[src/rtl/rpv_pkg.sv]
// shared types, codes and character constants for the relative path validator
package rpv_pkg;

  // verdict codes
  localparam logic [1:0] ST_OK     = 2'd0;
  localparam logic [1:0] ST_FORMAT = 2'd1;
  localparam logic [1:0] ST_LIMIT  = 2'd2;

  // register indexes
  localparam logic [1:0] CFG_MAX_PATH_LENGTH      = 2'd0;
  localparam logic [1:0] CFG_MAX_COMPONENT_LENGTH = 2'd1;
  localparam logic [1:0] CFG_MAX_COMPONENTS       = 2'd2;
  localparam logic [1:0] CFG_ALLOW_HIDDEN         = 2'd3;

  localparam int unsigned CFG_DATA_W = 16;

  // register reset values
  localparam logic [15:0] RST_MAX_PATH_LENGTH      = 16'd4096;
  localparam logic [15:0] RST_MAX_COMPONENT_LENGTH = 16'd255;
  localparam logic [7:0]  RST_MAX_COMPONENTS       = 8'd32;

  // characters of interest
  localparam logic [7:0] CH_NUL    = 8'h00;
  localparam logic [7:0] CH_SPACE  = 8'h20;
  localparam logic [7:0] CH_DEL    = 8'h7F;
  localparam logic [7:0] CH_BSLASH = 8'h5C;
  localparam logic [7:0] CH_COLON  = 8'h3A;
  localparam logic [7:0] CH_SLASH  = 8'h2F;
  localparam logic [7:0] CH_DOT    = 8'h2E;

  localparam int unsigned CNT_W = 17;
  localparam logic [CNT_W-1:0] CNT_MAX = {CNT_W{1'b1}};

  typedef struct packed {
    logic [CNT_W-1:0] byte_count;
    logic [CNT_W-1:0] comp_len;
    logic [7:0]       comp_count;
    logic             first_dot;
    logic             second_dot;
    logic [1:0]       first_error;
  } rpv_state_t;

  typedef struct packed {
    logic [15:0] max_path_length;
    logic [15:0] max_component_length;
    logic [7:0]  max_components;
    logic        allow_hidden;
  } rpv_cfg_t;

  function automatic rpv_state_t rpv_state_clear();
    rpv_state_t s;
    s.byte_count  = '0;
    s.comp_len    = '0;
    s.comp_count  = '0;
    s.first_dot   = 1'b0;
    s.second_dot  = 1'b0;
    s.first_error = ST_OK;
    return s;
  endfunction

endpackage

[src/rtl/rpv_cfg.sv]
// configuration register file for the relative path validator
module rpv_cfg
  import rpv_pkg::*;
(
  input  logic                  clk,
  input  logic                  rst_n,
  input  logic                  cfg_we,
  input  logic [1:0]            cfg_index,
  input  logic [CFG_DATA_W-1:0] cfg_wdata,
  output rpv_cfg_t              cfg
);

  rpv_cfg_t cfg_r;

  always_ff @(posedge clk) begin
    if (!rst_n) begin
      cfg_r.max_path_length      <= RST_MAX_PATH_LENGTH;
      cfg_r.max_component_length <= RST_MAX_COMPONENT_LENGTH;
      cfg_r.max_components       <= RST_MAX_COMPONENTS;
      cfg_r.allow_hidden         <= 1'b0;
    end else if (cfg_we) begin
      unique case (cfg_index)
        CFG_MAX_PATH_LENGTH:      cfg_r.max_path_length      <= cfg_wdata;
        CFG_MAX_COMPONENT_LENGTH: cfg_r.max_component_length <= cfg_wdata;
        CFG_MAX_COMPONENTS:       cfg_r.max_components       <= cfg_wdata[7:0];
        CFG_ALLOW_HIDDEN:         cfg_r.allow_hidden         <= cfg_wdata[0];
        default: ;
      endcase
    end
  end

  assign cfg = cfg_r;

endmodule

[src/rtl/rpv_step.sv]
// next-state and verdict logic for one path byte
module rpv_step
  import rpv_pkg::*;
(
  input  rpv_state_t state,
  input  rpv_cfg_t   cfg,
  input  logic [7:0] path_byte,
  output rpv_state_t state_nxt,
  output logic       is_term,
  output logic [1:0] status
);

  logic [1:0] close_st;
  logic       byte_bad;
  logic [1:0] err_eff;

  // verdict on the component being closed
  always_comb begin
    priority if (state.comp_len == '0) begin
      close_st = ST_FORMAT;
    end else if (state.comp_len > {1'b0, cfg.max_component_length}) begin
      close_st = ST_LIMIT;
    end else if (state.first_dot && ((state.comp_len == 17'd1) ||
                 ((state.comp_len == 17'd2) && state.second_dot))) begin
      close_st = ST_FORMAT;
    end else if (state.first_dot && !cfg.allow_hidden) begin
      close_st = ST_FORMAT;
    end else if (state.comp_count == cfg.max_components) begin
      close_st = ST_LIMIT;
    end else begin
      close_st = ST_OK;
    end
  end

  assign is_term  = (path_byte == CH_NUL);
  assign byte_bad = (path_byte < CH_SPACE) || (path_byte == CH_DEL) ||
                    (path_byte == CH_BSLASH) || (path_byte == CH_COLON);
  assign err_eff  = (state.first_error == ST_OK) ? close_st : state.first_error;
  assign status   = (state.byte_count > {1'b0, cfg.max_path_length}) ? ST_LIMIT : err_eff;

  always_comb begin
    state_nxt = state;
    if (is_term) begin
      state_nxt = rpv_state_clear();
    end else begin
      if (state.byte_count != CNT_MAX) begin
        state_nxt.byte_count = state.byte_count + 17'd1;
      end
      if (state.first_error == ST_OK) begin
        if (byte_bad) begin
          state_nxt.first_error = ST_FORMAT;
        end else if (path_byte == CH_SLASH) begin
          state_nxt.first_error = close_st;
          if (close_st == ST_OK) begin
            state_nxt.comp_count = state.comp_count + 8'd1;
            state_nxt.comp_len   = '0;
            state_nxt.first_dot  = 1'b0;
            state_nxt.second_dot = 1'b0;
          end
        end else begin
          if (state.comp_len == '0) begin
            state_nxt.first_dot = (path_byte == CH_DOT);
          end else if (state.comp_len == 17'd1) begin
            state_nxt.second_dot = (path_byte == CH_DOT);
          end
          if (state.comp_len != CNT_MAX) begin
            state_nxt.comp_len = state.comp_len + 17'd1;
          end
        end
      end
    end
  end

endmodule

[src/rtl/relative_path_validator.sv]
// relative path validator top level: path state, step logic and result register
// status word is registered, valid in the cycle after the terminating zero byte is accepted
// throughput: one path byte per cycle; only a full, unread result register stalls input
// path state lives in a single register bank updated by one pass of step logic per byte
// reset (synchronous, active low) clears path state and result valid, loads register defaults
module relative_path_validator
  import rpv_pkg::*;
(
  input  logic                  clk,
  input  logic                  rst_n,
  // byte input
  input  logic                  in_valid,
  output logic                  in_ready,
  input  logic [7:0]            in_path_byte,
  // status output
  output logic                  out_valid,
  input  logic                  out_ready,
  output logic [1:0]            out_status,
  // configuration writes
  input  logic                  cfg_we,
  input  logic [1:0]            cfg_index,
  input  logic [CFG_DATA_W-1:0] cfg_wdata
);

  rpv_cfg_t   cfg;
  rpv_state_t state_r;
  rpv_state_t state_nxt;
  logic       is_term;
  logic [1:0] status;
  logic       in_fire;
  logic       out_valid_r;
  logic [1:0] out_status_r;

  // register file
  rpv_cfg u_cfg (
    .clk       (clk),
    .rst_n     (rst_n),
    .cfg_we    (cfg_we),
    .cfg_index (cfg_index),
    .cfg_wdata (cfg_wdata),
    .cfg       (cfg)
  );

  // per-byte update and verdict at the terminator
  rpv_step u_step (
    .state     (state_r),
    .cfg       (cfg),
    .path_byte (in_path_byte),
    .state_nxt (state_nxt),
    .is_term   (is_term),
    .status    (status)
  );

  // take a byte whenever the result register is empty or being drained
  assign in_ready = !out_valid_r || out_ready;
  assign in_fire  = in_valid && in_ready;

  // path state: counters, dot flags, first error
  always_ff @(posedge clk) begin
    if (!rst_n) begin
      state_r <= rpv_state_clear();
    end else if (in_fire) begin
      state_r <= state_nxt;
    end
  end

  // result register, loaded only by a terminator
  always_ff @(posedge clk) begin
    if (!rst_n) begin
      out_valid_r <= 1'b0;
    end else if (in_fire && is_term) begin
      out_valid_r <= 1'b1;
    end else if (out_ready) begin
      out_valid_r <= 1'b0;
    end
  end

  always_ff @(posedge clk) begin
    if (in_fire && is_term) begin
      out_status_r <= status;
    end
  end

  assign out_valid  = out_valid_r;
  assign out_status = out_status_r;

`ifndef SYNTHESIS
  // a terminator leaves the path state fully cleared
  a_term_clears: assert property (@(posedge clk) disable iff (!rst_n)
    in_fire && (in_path_byte == CH_NUL) |=>
      (state_r.byte_count == '0) && (state_r.comp_len == '0) &&
      (state_r.comp_count == '0) && (state_r.first_error == ST_OK))
    else $error("path state not cleared after terminator");

  // a terminator always produces a result word next cycle
  a_term_result: assert property (@(posedge clk) disable iff (!rst_n)
    in_fire && (in_path_byte == CH_NUL) |=> out_valid)
    else $error("terminator produced no result word");

  // status word is never the reserved code
  a_status_code: assert property (@(posedge clk) disable iff (!rst_n)
    out_valid |-> (out_status == ST_OK) || (out_status == ST_FORMAT) ||
                  (out_status == ST_LIMIT))
    else $error("reserved status code");

  // an error once recorded holds until the terminator
  a_error_sticky: assert property (@(posedge clk) disable iff (!rst_n)
    in_fire && (in_path_byte != CH_NUL) && (state_r.first_error != ST_OK) |=>
      state_r.first_error == $past(state_r.first_error))
    else $error("first error overwritten mid-path");
`endif

endmodule

[config.mk]
export PLATFORM = sky130hd
export DESIGN_NAME = relative_path_validator
export DESIGN_NICKNAME = d
export VERILOG_FILES = /design/src/rtl/rpv_pkg.sv /design/src/rtl/rpv_cfg.sv /design/src/rtl/rpv_step.sv /design/src/rtl/relative_path_validator.sv
export SDC_FILE = /design/constraint.sdc
export NUM_CORES = 1
export LEC_CHECK = 0
export BUFFER_PORTS_ARGS = -buffer_cell sky130_fd_sc_hd__buf_2
export CAP_MARGIN = 40
export CORE_UTILIZATION = 48
export DETAILED_ROUTE_END_ITERATION = 16
export GPL_TIMING_DRIVEN = 0
export PLACE_DENSITY_LB_ADDON = 0.15
export REMOVE_ABC_BUFFERS = 1
export SLEW_MARGIN = 20
export SYNTH_ARGS = -nofsm -noshare
export SYNTH_HDL_FRONTEND = slang
export SYNTH_HIERARCHICAL = 1
export SYNTH_SLANG_ARGS = --single-unit
[constraint.sdc]
create_clock -name clk -period 2.8 [get_ports clk]
set_input_delay 0 -clock clk [delete_from_list [all_inputs] [get_ports clk]]
set_output_delay 0 -clock clk [all_outputs]
set_load 0.005 [all_outputs]
**Yosys cells after proc, flatten, opt, wreduce, memory -nomap -nowiden**

Cells that the tools add are included.

- $add $sub $neg: 3
- $lt $le $gt $ge: 3
- Equality and inequality tests: 16
- Multiplexer cells: 22
- Reductions and logical operators: 36

Operators with widths:

| kind | count |
|---|---|
| 27-bit two-way mux | 2 |
| 17-bit two-way mux | 3 |
| 46-bit two-way mux | 1 |
| 17-bit by 1-bit adder with 17-bit output, second input constant | 2 |
| 17-bit by 16-bit greater-than comparator with 1-bit output | 2 |
| 17-bit inequality test, second input constant | 2 |
| 29-bit two-way mux | 1 |
| 8-bit by 6-bit equality test with 1-bit output, second input constant | 3 |
| 2-bit two-way mux | 9 |
| 17-bit by 1-bit equality test with 1-bit output, second input constant | 1 |
| 17-bit by 2-bit equality test with 1-bit output, second input constant | 1 |
| 17-bit zero test | 1 |
| 8-bit by 7-bit equality test with 1-bit output, second input constant | 2 |
| 5-bit AND reduction | 3 |
| 3-bit nonzero test | 4 |
| 2-bit AND reduction | 5 |
| 2-bit nonzero test | 5 |
| 8-bit by 1-bit adder with 8-bit output, second input constant | 1 |
| 8-bit equality test | 1 |
| 8-bit zero test | 1 |
| 8-bit by 6-bit < comparator with 1-bit output, second input constant | 1 |
| 8-bit two-way mux | 1 |
| 2-bit zero test | 3 |
| 3-bit inequality test, second input constant | 2 |
| 9 further kinds | 23 |

- Flip-flop bits (word level): 90
- Input port bits: 31
- Word-level logic and storage cells: 92

**Logic depth before layout (Yosys ltp)**

Gate-level depths: netlist (run 1).

- Depth in word-level cells: 13
- Mapped depth: 12
- Depth with buffers taken out: 11

**Cells and area by module**

Netlist (run 1), hierarchy kept.

By module, submodules not included:

| module | times used | cells an instance | area an instance (sq um) | seq. area each (sq um) |
|---|---|---|---|---|
| rpv_step | 1 | 376 | 2419.8 | 0.0 |
| relative_path_validator | 1 | 207 | 1986.9 | 1001.0 |
| rpv_cfg | 1 | 166 | 1639.1 | 820.8 |

**Least setup slack after synthesis (run 1)**

No wires, ideal clock.

- Kind: register -> register
- From: register state_r[18] in the netlist's numbering
- To: register state_r[6] in the netlist's numbering
- Library setup time: 0.072 ns
- Data arrival time: 2.385 ns
- Data required time: 2.728 ns
- Path slack: 0.343 ns
- Cell stages (with the launch flop): 12
- Buffers on the path: 1
- Clock period less this slack: 2.457 ns
- Cells stage by stage: dfxtp_1 ha_1 a21oi_1 o221ai_1 a31o_2 a211oi_1 o211ai_2 buf_2 or4_1 nand2_1 nand2_1 mux2i_1

- Longest elaborated chain between the ends: 10
- Elaborated cells between the ends (all ways): 13
- Those cells by class: order compare: 1; eq/ne: 2; mux: 3; reduce/logical: 7

RTL lines:

| what | line | text |
|---|---|---|
| from (decl) | relative_path_validator.sv:26 | `rpv_state_t state_r;` |
| from (signal assigned) | relative_path_validator.sv:61 | `state_r <= rpv_state_clear();` |
| from (signal assigned) | relative_path_validator.sv:63 | `state_r <= state_nxt;` |
| parallel branches: the longest is 6 deep, another holds 17-bit by 16-bit greater-than comparator with 1-bit output | - |  |
| 2-bit two-way mux (*) | rpv_step.sv:19 | `priority if (state.comp_len == '0) begin` |
| 2-bit zero test (*) | rpv_step.sv:54 | `if (close_st == ST_OK) begin` |
| 2-bit nonzero test (no line) (*) | - |  |
| 5-bit AND reduction (no line) (*) | - |  |

Every way passes the cells marked *.
A chain may end at the register's enable or synchronous reset.

**Worst setup path after layout (run 1)**

- From: register u_cfg.cfg_r, in the netlist u_cfg/cfg[13]
- To: register state_r[6] in the netlist's numbering

- Longest elaborated chain between the ends: 6

RTL lines:

| what | line | text |
|---|---|---|
| from (decl) | rpv_cfg.sv:13 | `rpv_cfg_t cfg_r;` |
| 17-bit by 16-bit greater-than comparator with 1-bit output | rpv_step.sv:21 | `end else if (state.comp_len > {1'b0, cfg.max_component_length}) begin` |
| 2-bit two-way mux | rpv_step.sv:21 |  |
| 2-bit two-way mux | rpv_step.sv:19 |  |
| 2-bit zero test | rpv_step.sv:54 |  |
| 2-bit nonzero test (no line) | - |  |
| 5-bit AND reduction (no line) | - |  |

Every way passes these cells.

==> summary.md, run 1 <==
| Metric | Value |
|---|---|
| Fillers | `1,155` |
| Final Setup Violations | `0` |
| Tcrit/Tclk final | `0.971` |
| CTS buffer count | `9` |
| Final Hold Vio Count | `0` |
| Syn Inst Count | `749` |
| Slew @ Worst Pin | `0.839 ns` |
| Synth warn | `6` |
| Fraction of registers with async set/reset | `0` |
| DRC | `0` |
| Register area | `1830 um^2` |
| Worst path arrival time | `3.00 ns` |
| CP max stage cell | `or4_1` |
| Vias per cell | `5.48` |
| Antenna-violating nets left | `0` |
| Pre-antenna DRT Iters | `4` |
| Peak supply drop | `0.266 mV` |
| Initial Util | `0.497` |
| CTS clk-pin slew, worst paths | `0.07 ns` |
| Post-synthesis cell type count | `67` |
| CP max stage delay | `0.40 ns` |
| Routability cong. | `0.844` |
| Critical path class | `reg2reg` |
| Fmax | `0.368 GHz` |
| Routed WL | `14.5 mm` |
| Crit-path max FO | `4` |
| Port-buffer cells | `34` |
| Tmin final | `2.72 ns` |
| Iter 0 DRT Violations | `291` |
| I/O pin cnt | `35` |
| Clk Latency, worst-skew pair | `0.35 ns` |
| Final nets | `855` |
| Register area share after synthesis | `0.301` |
| Dpl cell area | `6220 um^2` |
| Die height | `114 um` |
| First-pass GRT wire length | `23.5 mm` |
| Clock sink total | `90` |
| Commonest cells after routing, fill and taps aside | `187 x nand2_1, 83 x mux2i_1, 78 x dfxtp_1` |
| Vias | `5,253` |
| Cell Pwr Density | `430 nW/um^2` |
| GRT Total Usage | `0.227` |
| Area of the multi-input gates | `3850 um^2` |
| Chip width | `114 um` |
| Htree depth | `3` |
| Leak | `2.96 nW` |
| Mean Syn Cell Area | `8.07 um^2` |
| Layout cell share with drive strength beyond 1 | `0.115` |
| Synth Flop Type | `dfxtp_1` |
| Number of flops mapped to enable cells by yosys | `2` |
| Remaining global-route overflow | `0` |
| DR WL/cell | `15.1 um` |
| Final instance area | `6850 um^2` |
| Crit. End Element | `flip-flop` |
| Startpoint types | `flip-flop` |
| Die area | `13,000 um^2` |
| Most common cell after layout, fill and taps aside | `nand2_1` |
| Core Util, Final | `0.563` |
| Hpwl dp | `9.77 mm` |
| Antenna cells | `0` |
| Crit path required time | `3.09 ns` |
| Max transition margin | `0.441` |
| Rows | `40` |
| Max Slew Vio Count | `0` |
| Crit-path cells | `inv_1 > ha_1 > a21oi_1 > o221ai_1 > a31o_2 > a211oi_4 > o211ai_2 > buf_4 > or4_1 > nand2_1 > nand2_1 > mux2i_1` |
| FF+latch count, synth | `90` |
| Max_cap viols | `0` |
| Worst hold path class | `in2reg` |
| Synthesized area | `6050 um^2` |
| Layout area overhead | `13.3%` |
| Vias in the first global route | `4,948` |
| Critical path's most frequent cell | `nand2_1` |
| Core area | `12,200 um^2` |
| CTS tree | `built` |
| Clk root buf | `clkbuf_16` |
| Clock Tree Buf Depth | `2` |
| Initial antenna violation count | `1` |
| Largest net degree at the start of global routing | `101` |
| Clock Skews | `0.00643 ns` |
| Outcome | `completed` |
## sequential cells by signal, indices dropped and copies added, names as in the netlist
name	flops
state_r	46
out_valid	1
u_cfg/cfg	41
out_status	2
## cell usage after synthesis (3+ instances only)
library cell | instances | area share
inv_1 | 50 | 0.031
a21oi_1 | 18 | 0.015
ha_1 | 38 | 0.079
nand4_1 | 22 | 0.023
buf_12 | 5 | 0.017
buf_2 | 9 | 0.0074
buf_6 | 4 | 0.0074
and3_1 | 8 | 0.0083
o31ai_1 | 6 | 0.0074
nand4b_1 | 10 | 0.014
a221o_1 | 4 | 0.0066
o21ai_0 | 14 | 0.012
or4_1 | 4 | 0.0050
or3_1 | 3 | 0.0031
nor2b_1 | 8 | 0.0083
a211o_1 | 3 | 0.0043
nor2_1 | 44 | 0.027
xor2_1 | 8 | 0.012
a21o_1 | 4 | 0.0050
nor4_1 | 7 | 0.0072
nand3_1 | 14 | 0.012
a31o_2 | 6 | 0.0087
mux2i_1 | 83 | 0.14
dfxtp_1 | 88 | 0.29
xnor2_1 | 16 | 0.023
o211ai_1 | 10 | 0.012
buf_1 | 3 | 0.0019
clkbuf_1 | 12 | 0.0074
nor3_1 | 11 | 0.0091
nand2_1 | 187 | 0.12
## critical path, delay by kind of cell, from the launching register on
| family | cells | cell delay, ns |
|---|---|---|
| muxes | 1 | 0.12 |
| and+or+nand+nor | 3 | 0.53 |
| AOI/OAI and AO/OA | 5 | 1.10 |
| DFF | 1 | 0.34 |
| adders and majority gates | 1 | 0.32 |
| buffers and inverters | 2 | 0.25 |
## metal layers
layer	wire length, um	share of wire	GRT usage
met4	427	0.030	0.105
met1	6560	0.45	0.282
met5	0	0	0
met2	6940	0.48	0.385
met3	522	0.036	0.0376
## per-stage QoR
stage | power [mW] | setup WS (ns) | hold slack [ns] | instances | setup TNS [ns]
final | 2.95 | 0.0818 | 0.0234 | 959 | 0
after global routing | 3.07 | -0.0227 | 0.0476 | 959 | -0.0477
after CTS | 2.97 | 0.0141 | 0.00763 | 953 | 0
after detailed placement | 1.68 | -0.0778 | 0.290 | 918 | -0.206
after global placement | 1.66 | -0.137 | 0.284 | 916 | -0.606
after floorplan | 1.55 | 0.314 | 0.0889 | 714 | 0
## area by class of cell
class | instances | share of cell area
repair buffers | 60 | 0.0678
multi-input cells | 574 | 0.562
clock inverters | 5 | 0.00877
clock buffers | 11 | 0.0354
inverters | 51 | 0.0279
well taps | 168 | 0.0307
flip-flops and latches | 90 | 0.268
## what timing repair did
item,CTS,global route
endpoints found under the setup margin,6,24
gates resized for setup,1,19
hold buffers,18,0
setup buffers,1,4
pin swaps,1,7
gates cloned,0,1
endpoints found under the hold margin,37,0
## logic make-up (layout without fill, tap and decap cells)
family / after synthesis / after routing / synth area share
multiplexers: 83 / 83 / 0.137
XOR/XNOR: 24 / 24 / 0.0348
buffers and inverters: 86 / 127 / 0.0749
flip-flops: 90 / 90 / 0.301
AND/OR/NAND/NOR: 338 / 338 / 0.263
AO/OA/AOI/OAI: 90 / 91 / 0.110
adder cells (fa/ha/maj): 38 / 38 / 0.0786
## path summary, 6_finish.rpt
kind	startpoint	endpoint	slack [ns]	depth (start not counted)
max	u_cfg/cfg[13]$_SDFFE_PN1P_	state_r[6]$_SDFFE_PN0P_	0.08	12
min	rst_n	u_cfg/cfg[11]$_SDFFE_PN1P_	0.02	2
max reg2reg	u_cfg/cfg[13]$_SDFFE_PN1P_	state_r[6]$_SDFFE_PN0P_	0.08	12
min reg2reg	u_cfg/cfg[24]$_SDFFE_PN0P_	u_cfg/cfg[24]$_SDFFE_PN0P_	0.46	2
## power by group
group          total [mW]  leakage [nW]  internal, mW  switching (mW)
clock network        1.26         0.147         0.722           0.540
registers            1.34         0.737          1.32          0.0251
logic               0.343          2.07         0.144           0.200
total                2.95          2.96          2.18           0.765
No activity file was read; power rests on OpenSTA's default activity.
==> inputs of run 2 (changes only) <==
--- a/config.mk
+++ b/config.mk
@@ -5,7 +5,7 @@
 export SDC_FILE = /design/constraint.sdc
 export NUM_CORES = 1
 export LEC_CHECK = 0
-export BUFFER_PORTS_ARGS = -buffer_cell sky130_fd_sc_hd__buf_2
+export BUFFER_PORTS_ARGS = -buffer_cell sky130_fd_sc_hd__clkbuf_2
 export CAP_MARGIN = 40
 export CORE_UTILIZATION = 48
 export DETAILED_ROUTE_END_ITERATION = 16
==> run 2 against run 1 <==
Effect of this change: via count is 0.84% higher; worst setup slack better by 0.057 ns; hold slack better by 0.040 ns; sequential power hardly changed; sequential cell count stayed put; largest cell class unchanged; highest routed layer unchanged.
==> summary.md, run 2 (synthesis results as in run 1) <==
| Metric | Value |
|---|---|
| Outcome | `completed (unchanged)` |
| Leak | `2.97 nW (was 2.96 nW)` |
| Layout cell share with drive strength beyond 1 | `0.118 (was 0.115)` |
| DRC | `0 (unchanged)` |
| Hpwl dp | `9.94 mm (was 9.77 mm)` |
| Antenna cells | `0 (unchanged)` |
| Core area | `12,200 um^2 (unchanged)` |
| Crit-path max FO | `9 (was 4)` |
| Layout area overhead | `13.6% (was 13.3%)` |
| Register bank with the most flops | `state_r (unchanged)` |
| Vias per cell | `5.52 (was 5.48)` |
| Final Setup Violations | `0 (unchanged)` |
| Crit path required time | `3.08 ns (was 3.09 ns)` |
| Max Slew Vio Count | `0 (unchanged)` |
| Worst hold path class | `in2reg (unchanged)` |
| Worst path arrival time | `2.94 ns (was 3.00 ns)` |
| Critical path class | `reg2reg (unchanged)` |
| Fmax | `0.376 GHz (was 0.368 GHz)` |
| Chip width | `114 um (unchanged)` |
| Initial antenna violation count | `0 (was 1)` |
| Final Hold Vio Count | `0 (unchanged)` |
| CTS tree | `built (unchanged)` |
| Initial Util | `0.497 (unchanged)` |
| Clk Latency, worst-skew pair | `0.35 ns (about the same)` |
| Final nets | `855 (unchanged)` |
| Area of the multi-input gates | `3860 um^2 (was 3850 um^2)` |
| Clock Tree Buf Depth | `2 (unchanged)` |
| Port-buffer cells | `34 (unchanged)` |
| Htree depth | `3 (unchanged)` |
| GRT Total Usage | `0.229 (was 0.227)` |
| Die area | `13,000 um^2 (unchanged)` |
| DR WL/cell | `15.4 um (was 15.1 um)` |
| Largest net degree at the start of global routing | `95 (was 101)` |
| Final setup TNS | `0 ns (unchanged)` |
| Register area | `1840 um^2 (was 1830 um^2)` |
| Peak supply drop | `0.251 mV (was 0.266 mV)` |
| Placed Cells | `918 (unchanged)` |
| Max reg flops | `46 (unchanged)` |
| Vias in the first global route | `4,899 (was 4,948)` |
| Most common cell after layout, fill and taps aside | `nand2_1 (unchanged)` |
| RSZ-0062 raised after global routing | `true` |
| Tmin final | `2.66 ns (was 2.72 ns)` |
| Core Util, Final | `0.565 (was 0.563)` |
| Non-Filler Instances | `959 (unchanged)` |
| Pre-antenna DRT Iters | `5 (was 4)` |
| Startpoint types | `flip-flop (unchanged)` |
| Max_cap viols | `0 (unchanged)` |
| Pwr Total | `3.00 mW (was 2.95 mW)` |
| Commonest cells after routing, fill and taps aside | `187 x nand2_1, 83 x mux2i_1, 77 x dfxtp_1 (was 187 x nand2_1, 83 x mux2i_1, 78 x dfxtp_1)` |
| Max transition margin | `0.444 (was 0.441)` |
| Fillers | `1,136 (was 1,155)` |
| Tcrit/Tclk final | `0.950 (was 0.971)` |
| Iter 0 DRT Violations | `315 (was 291)` |
| Remaining global-route overflow | `0 (unchanged)` |
| Rows | `40 (unchanged)` |
| Vias | `5,297 (was 5,253)` |
| CTS buffer count | `9 (unchanged)` |
| Clock Skews | `0.00476 ns (was 0.00643 ns)` |
| Cell Pwr Density | `436 nW/um^2 (was 430 nW/um^2)` |
| Clock sink total | `90 (unchanged)` |
| CTS clk-pin slew, worst paths | `0.07 ns (about the same)` |
| Die height | `114 um (unchanged)` |
| Routed WL | `14.8 mm (was 14.5 mm)` |
| First-pass GRT wire length | `23.6 mm (was 23.5 mm)` |
| Pre-CTS setup slack | `-0.117 ns (was -0.0778 ns)` |
| Slew @ Worst Pin | `0.834 ns (was 0.839 ns)` |
| Antenna-violating nets left | `0 (unchanged)` |
| Routability cong. | `0.845 (was 0.844)` |
| Final Worst Setup Slack | `0.139 ns (was 0.0818 ns)` |
| Crit. End Element | `flip-flop (unchanged)` |
| I/O pin cnt | `35 (unchanged)` |
| Clk root buf | `clkbuf_16 (unchanged)` |
run 2: path summary, 6_finish.rpt:
kind	startpoint	slack (ns)	cells past startpoint	to
hold / removal	cfg_index[1]	0.06	3	u_cfg/cfg[0]$_SDFFE_PN0P_
setup reg to reg	state_r[22]$_SDFFE_PN0P_	0.14	10	state_r[11]$_SDFFE_PN0P_
hold reg to reg	u_cfg/cfg[21]$_SDFFE_PN0P_	0.46	2	u_cfg/cfg[21]$_SDFFE_PN0P_
setup / recovery	state_r[22]$_SDFFE_PN0P_	0.14	10	state_r[11]$_SDFFE_PN0P_
run 2: where the power goes:
group	switching [mW]	internal, mW	total (mW)
Combinational	0.201	0.141	0.342
Sequential	0.0256	1.32	1.34
Clock	0.541	0.772	1.31
run 2: layout make-up:
cell class	count	share of cell area
Clock buffer	11	0.0384
Clock inverter	5	0.00856
Inverter	51	0.0279
Multi-Input combinational cell	575	0.562
Sequential cell	90	0.267
Tap cell	168	0.0306
Timing Repair Buffer	59	0.0658
run 2: through the flow:
step,hold WS (ns),area (um^2)
finish,0.0635,6870
global route,0.0848,6870
CTS,0.0436,6750
detailed placement,0.276,6220
global placement,0.267,6160
floorplan,0.0889,5780
run 2: critical path: stages (launching register included):
cell and delay, ns:
dfxtp_1 0.49, ha_1 0.30, a21oi_1 0.13, nor3_1 0.06
a211o_1 0.34, a211oi_4 0.32, o211ai_4 0.15, or3_1 0.40
a21oi_1 0.17, nand2_1 0.07, mux2i_1 0.15
run 2: repair_timing:
action,CTS,global route
endpoints found under the hold margin,38,0
hold buffers,18,0
gates cloned,0,2
setup buffers,2,2
pin swaps,2,9
setup endpoints to repair,8,26
gates resized for setup,3,18
run 2: per-layer routing:
metal	global-route usage	up-vias	wire, um
met1	0.287	2455	6550
li1	-	2688	-
met4	0.0987	0	320
met2	0.395	133	7240
met5	0	-	0
met3	0.0291	21	648
==> inputs of run 3 (changes only) <==
--- a/config.mk
+++ b/config.mk
@@ -7,11 +7,10 @@
 export LEC_CHECK = 0
 export BUFFER_PORTS_ARGS = -buffer_cell sky130_fd_sc_hd__clkbuf_2
 export CAP_MARGIN = 40
-export CORE_UTILIZATION = 48
+export CORE_UTILIZATION = 42
 export DETAILED_ROUTE_END_ITERATION = 16
 export GPL_TIMING_DRIVEN = 0
 export PLACE_DENSITY_LB_ADDON = 0.15
-export REMOVE_ABC_BUFFERS = 1
 export SLEW_MARGIN = 20
 export SYNTH_ARGS = -nofsm -noshare
 export SYNTH_HDL_FRONTEND = slang
==> run 3 against run 2 <==
Effect of this change: sequential power about the same; maximum frequency increased by 0.56%; final cell count increased by 4.6%; register-to-register slack about the same; hold slack got worse by 0.044 ns; die area increased by 14%; clock-buffer cell count decreased by 1; clock power decreased by 3%; clock skew increased by 0.0038 ns; non-clock buffer count increased by 34.
==> summary.md, run 3 (synthesis results as in run 1) <==
| Metric | Value |
|---|---|
| Tmin final | `2.65 ns (was 2.66 ns)` |
| Max Slew Vio Count | `0 (unchanged)` |
| Vias per cell | `5.52 (about the same)` |
| Syn nets | `818` |
| Vias in the first global route | `5,147 (was 4,899)` |
| Power share of the combinational group | `0.125 (was 0.114)` |
| Peak supply drop | `0.287 mV (was 0.251 mV)` |
| Max reg flops | `46 (unchanged)` |
| Max transition margin | `0.510 (was 0.444)` |
| Crit. End Element | `flip-flop (unchanged)` |
| Leak | `3.06 nW (was 2.97 nW)` |
| Layout cell share with drive strength beyond 1 | `0.149 (was 0.118)` |
| Htree depth | `3 (unchanged)` |
| Hpwl dp | `12.3 mm (was 9.94 mm)` |
| Routability cong. | `0.876 (was 0.845)` |
| Initial Util | `0.432 (was 0.497)` |
| Largest net degree at the start of global routing | `17 (was 95)` |
| Antenna cells | `0 (unchanged)` |
| Pwr Total | `2.99 mW (was 3.00 mW)` |
| GRT Total Usage | `0.225 (was 0.229)` |
| Critical path class | `reg2reg (unchanged)` |
| Seq pwr share | `0.449 (was 0.448)` |
| Max_cap viols | `0 (unchanged)` |
| Slew @ Worst Pin | `0.729 ns (was 0.834 ns)` |
| Fillers | `1,380 (was 1,136)` |
| Clock sink total | `90 (unchanged)` |
| Clock Skews | `0.00856 ns (was 0.00476 ns)` |
| Initial antenna violation count | `0 (unchanged)` |
| Core area | `14,000 um^2 (was 12,200 um^2)` |
| Port-buffer cells | `33 (was 34)` |
| Clk Latency, worst-skew pair | `0.35 ns (about the same)` |
| Clk root buf | `clkbuf_16 (unchanged)` |
| Rows | `43 (was 40)` |
| CP max stage delay | `0.50 ns (was 0.49 ns)` |
| Register bank with the most flops | `state_r (unchanged)` |
| Final nets | `887 (was 855)` |
| CTS tree | `built (unchanged)` |
| CTS buffer count | `9 (unchanged)` |
| Crit path required time | `3.09 ns (was 3.08 ns)` |
| DR WL/cell | `16.1 um (was 15.4 um)` |
| Crit-path max FO | `7 (was 9)` |
| Commonest cells after routing, fill and taps aside | `186 x nand2_1, 83 x mux2i_1, 73 x dfxtp_1 (was 187 x nand2_1, 83 x mux2i_1, 77 x dfxtp_1)` |
| Net Switching | `787 uW (was 767 uW)` |
| Iter 0 DRT Violations | `339 (was 315)` |
| First-pass GRT wire length | `26.0 mm (was 23.6 mm)` |
| Non-Filler Instances | `1,003 (was 959)` |
| I/O pin cnt | `35 (unchanged)` |
| Routed WL | `16.1 mm (was 14.8 mm)` |
| CP max stage cell | `dfxtp_1 (unchanged)` |
| Final Hold Vio Count | `0 (unchanged)` |
| Chip width | `122 um (was 114 um)` |
| Layout area overhead | `17.9% (was 13.6%)` |
| Net Sw Frac | `0.264 (was 0.256)` |
| Worst hold path class | `in2reg (unchanged)` |
| Clk pwr share | `0.426 (was 0.438)` |
| Clock Tree Buf Depth | `2 (unchanged)` |
| Die height | `122 um (was 114 um)` |
| DRC | `0 (unchanged)` |
| Outcome | `completed (unchanged)` |
| Die area | `14,900 um^2 (was 13,000 um^2)` |
| Final setup TNS | `0 ns (unchanged)` |
| Antenna-violating nets left | `0 (unchanged)` |
| Remaining global-route overflow | `0 (unchanged)` |
| Startpoint types | `flip-flop (unchanged)` |
| CTS clk-pin slew, worst paths | `0.07 ns (about the same)` |
| Pre-antenna DRT Iters | `5 (unchanged)` |
| Critical path's most frequent cell | `nand2_1 (was a21oi_1)` |
| Cell Pwr Density | `419 nW/um^2 (was 436 nW/um^2)` |
| Final Setup Violations | `0 (unchanged)` |
| Worst path arrival time | `2.93 ns (was 2.94 ns)` |
| Most common cell after layout, fill and taps aside | `nand2_1 (unchanged)` |
| Fmax | `0.378 GHz (was 0.376 GHz)` |
| Vias | `5,540 (was 5,297)` |
| Placed Cells | `962 (was 918)` |
| Crit-path cells | `ha_1 > a21oi_1 > nor2_1 > a31o_2 > a211oi_4 > o211ai_2 > buf_6 > or4_1 > nand2_1 > nand2_1 > mux2i_1 (was ha_1 > a21oi_1 > nor3_1 > a211o_1 > a211oi_4 > o211ai_4 > or3_1 > a21oi_1 > nand2_1 > mux2i_1)` |
| Core Util, Final | `0.510 (was 0.565)` |
| Tcrit/Tclk final | `0.945 (was 0.950)` |
| Internal power | `2.20 mW (was 2.23 mW)` |
| Min Hold Slack | `0.0193 ns (was 0.0635 ns)` |
-- run 3: cell types whose count changed in the layout (fill, tap and decap cells not counted), sizes merged --
cell	before	now
buf	7	30
clkbuf	45	55
a21oi	20	19
inv	52	53
o211ai	12	11
-- run 3: what timing repair did --
item	4_1_cts	5_1_grt
pin swaps	1	8
endpoints found under the setup margin	6	24
hold endpoints to repair	36	0
buffers inserted	0	7
hold buffers	18	0
gates resized for setup	6	33
-- run 3: per-stage QoR --
step	setup WS (ns)	area, um^2
finish	0.154	7130
detailed placement	-0.207	6440
floorplan	0.343	6050
global placement	-0.141	6440
global route	-0.0163	7130
CTS	0.00759	6940
-- run 3: cell type report --
class / count / area (um^2) / area share
multi-input combinational: 573 / 3870 / 0.544
clock inverter: 6 / 71.3 / 0.0100
buffer: 35 / 268 / 0.0376
clock buffer: 10 / 239 / 0.0335
timing repair buffer: 58 / 410 / 0.0576
inverter: 51 / 191 / 0.0269
tap: 180 / 225 / 0.0316
sequential: 90 / 1850 / 0.259
-- run 3: path summary, 6_finish.rpt --
kind / start / end / slack [ns] / depth (start not counted)
setup reg to reg: state_r[14]$_SDFFE_PN0P_ / state_r[6]$_SDFFE_PN0P_ / 0.15 / 11
setup / recovery: state_r[14]$_SDFFE_PN0P_ / state_r[6]$_SDFFE_PN0P_ / 0.15 / 11
hold / removal: rst_n / state_r[41]$_SDFFE_PN0P_ / 0.02 / 3
hold reg to reg: u_cfg/cfg[27]$_SDFFE_PN0P_ / u_cfg/cfg[27]$_SDFFE_PN0P_ / 0.46 / 2
-- run 3: power by group through the flow --
stage / combinational, mW / clock, mW / sequential [mW]
2_1_floorplan: 0.244 / 0 / 1.36
3_3_place_gp: 0.331 / 0 / 1.37
3_5_place_dp: 0.341 / 0 / 1.37
4_1_cts: 0.361 / 1.30 / 1.34
5_1_grt: 0.410 / 1.36 / 1.35
6_report: 0.372 / 1.27 / 1.34
-- run 3: routing by layer --
layer	wire length, um	vias up	share of wire	track usage
met5	0	-	0	0
met4	391	0	0.024	0.0972
met3	586	23	0.036	0.0286
met2	7580	131	0.47	0.363
met1	7580	2637	0.47	0.299
li1	-	2749	-	-
-- run 3: worst max-delay path, delay by kind of cell, from the launching register on --
family,cells,cell delay (ns)
compound gates,4,0.86
simple gates,4,0.58
mux,1,0.13
buf+inv,1,0.20
flops,1,0.50
fa+ha+maj,1,0.31
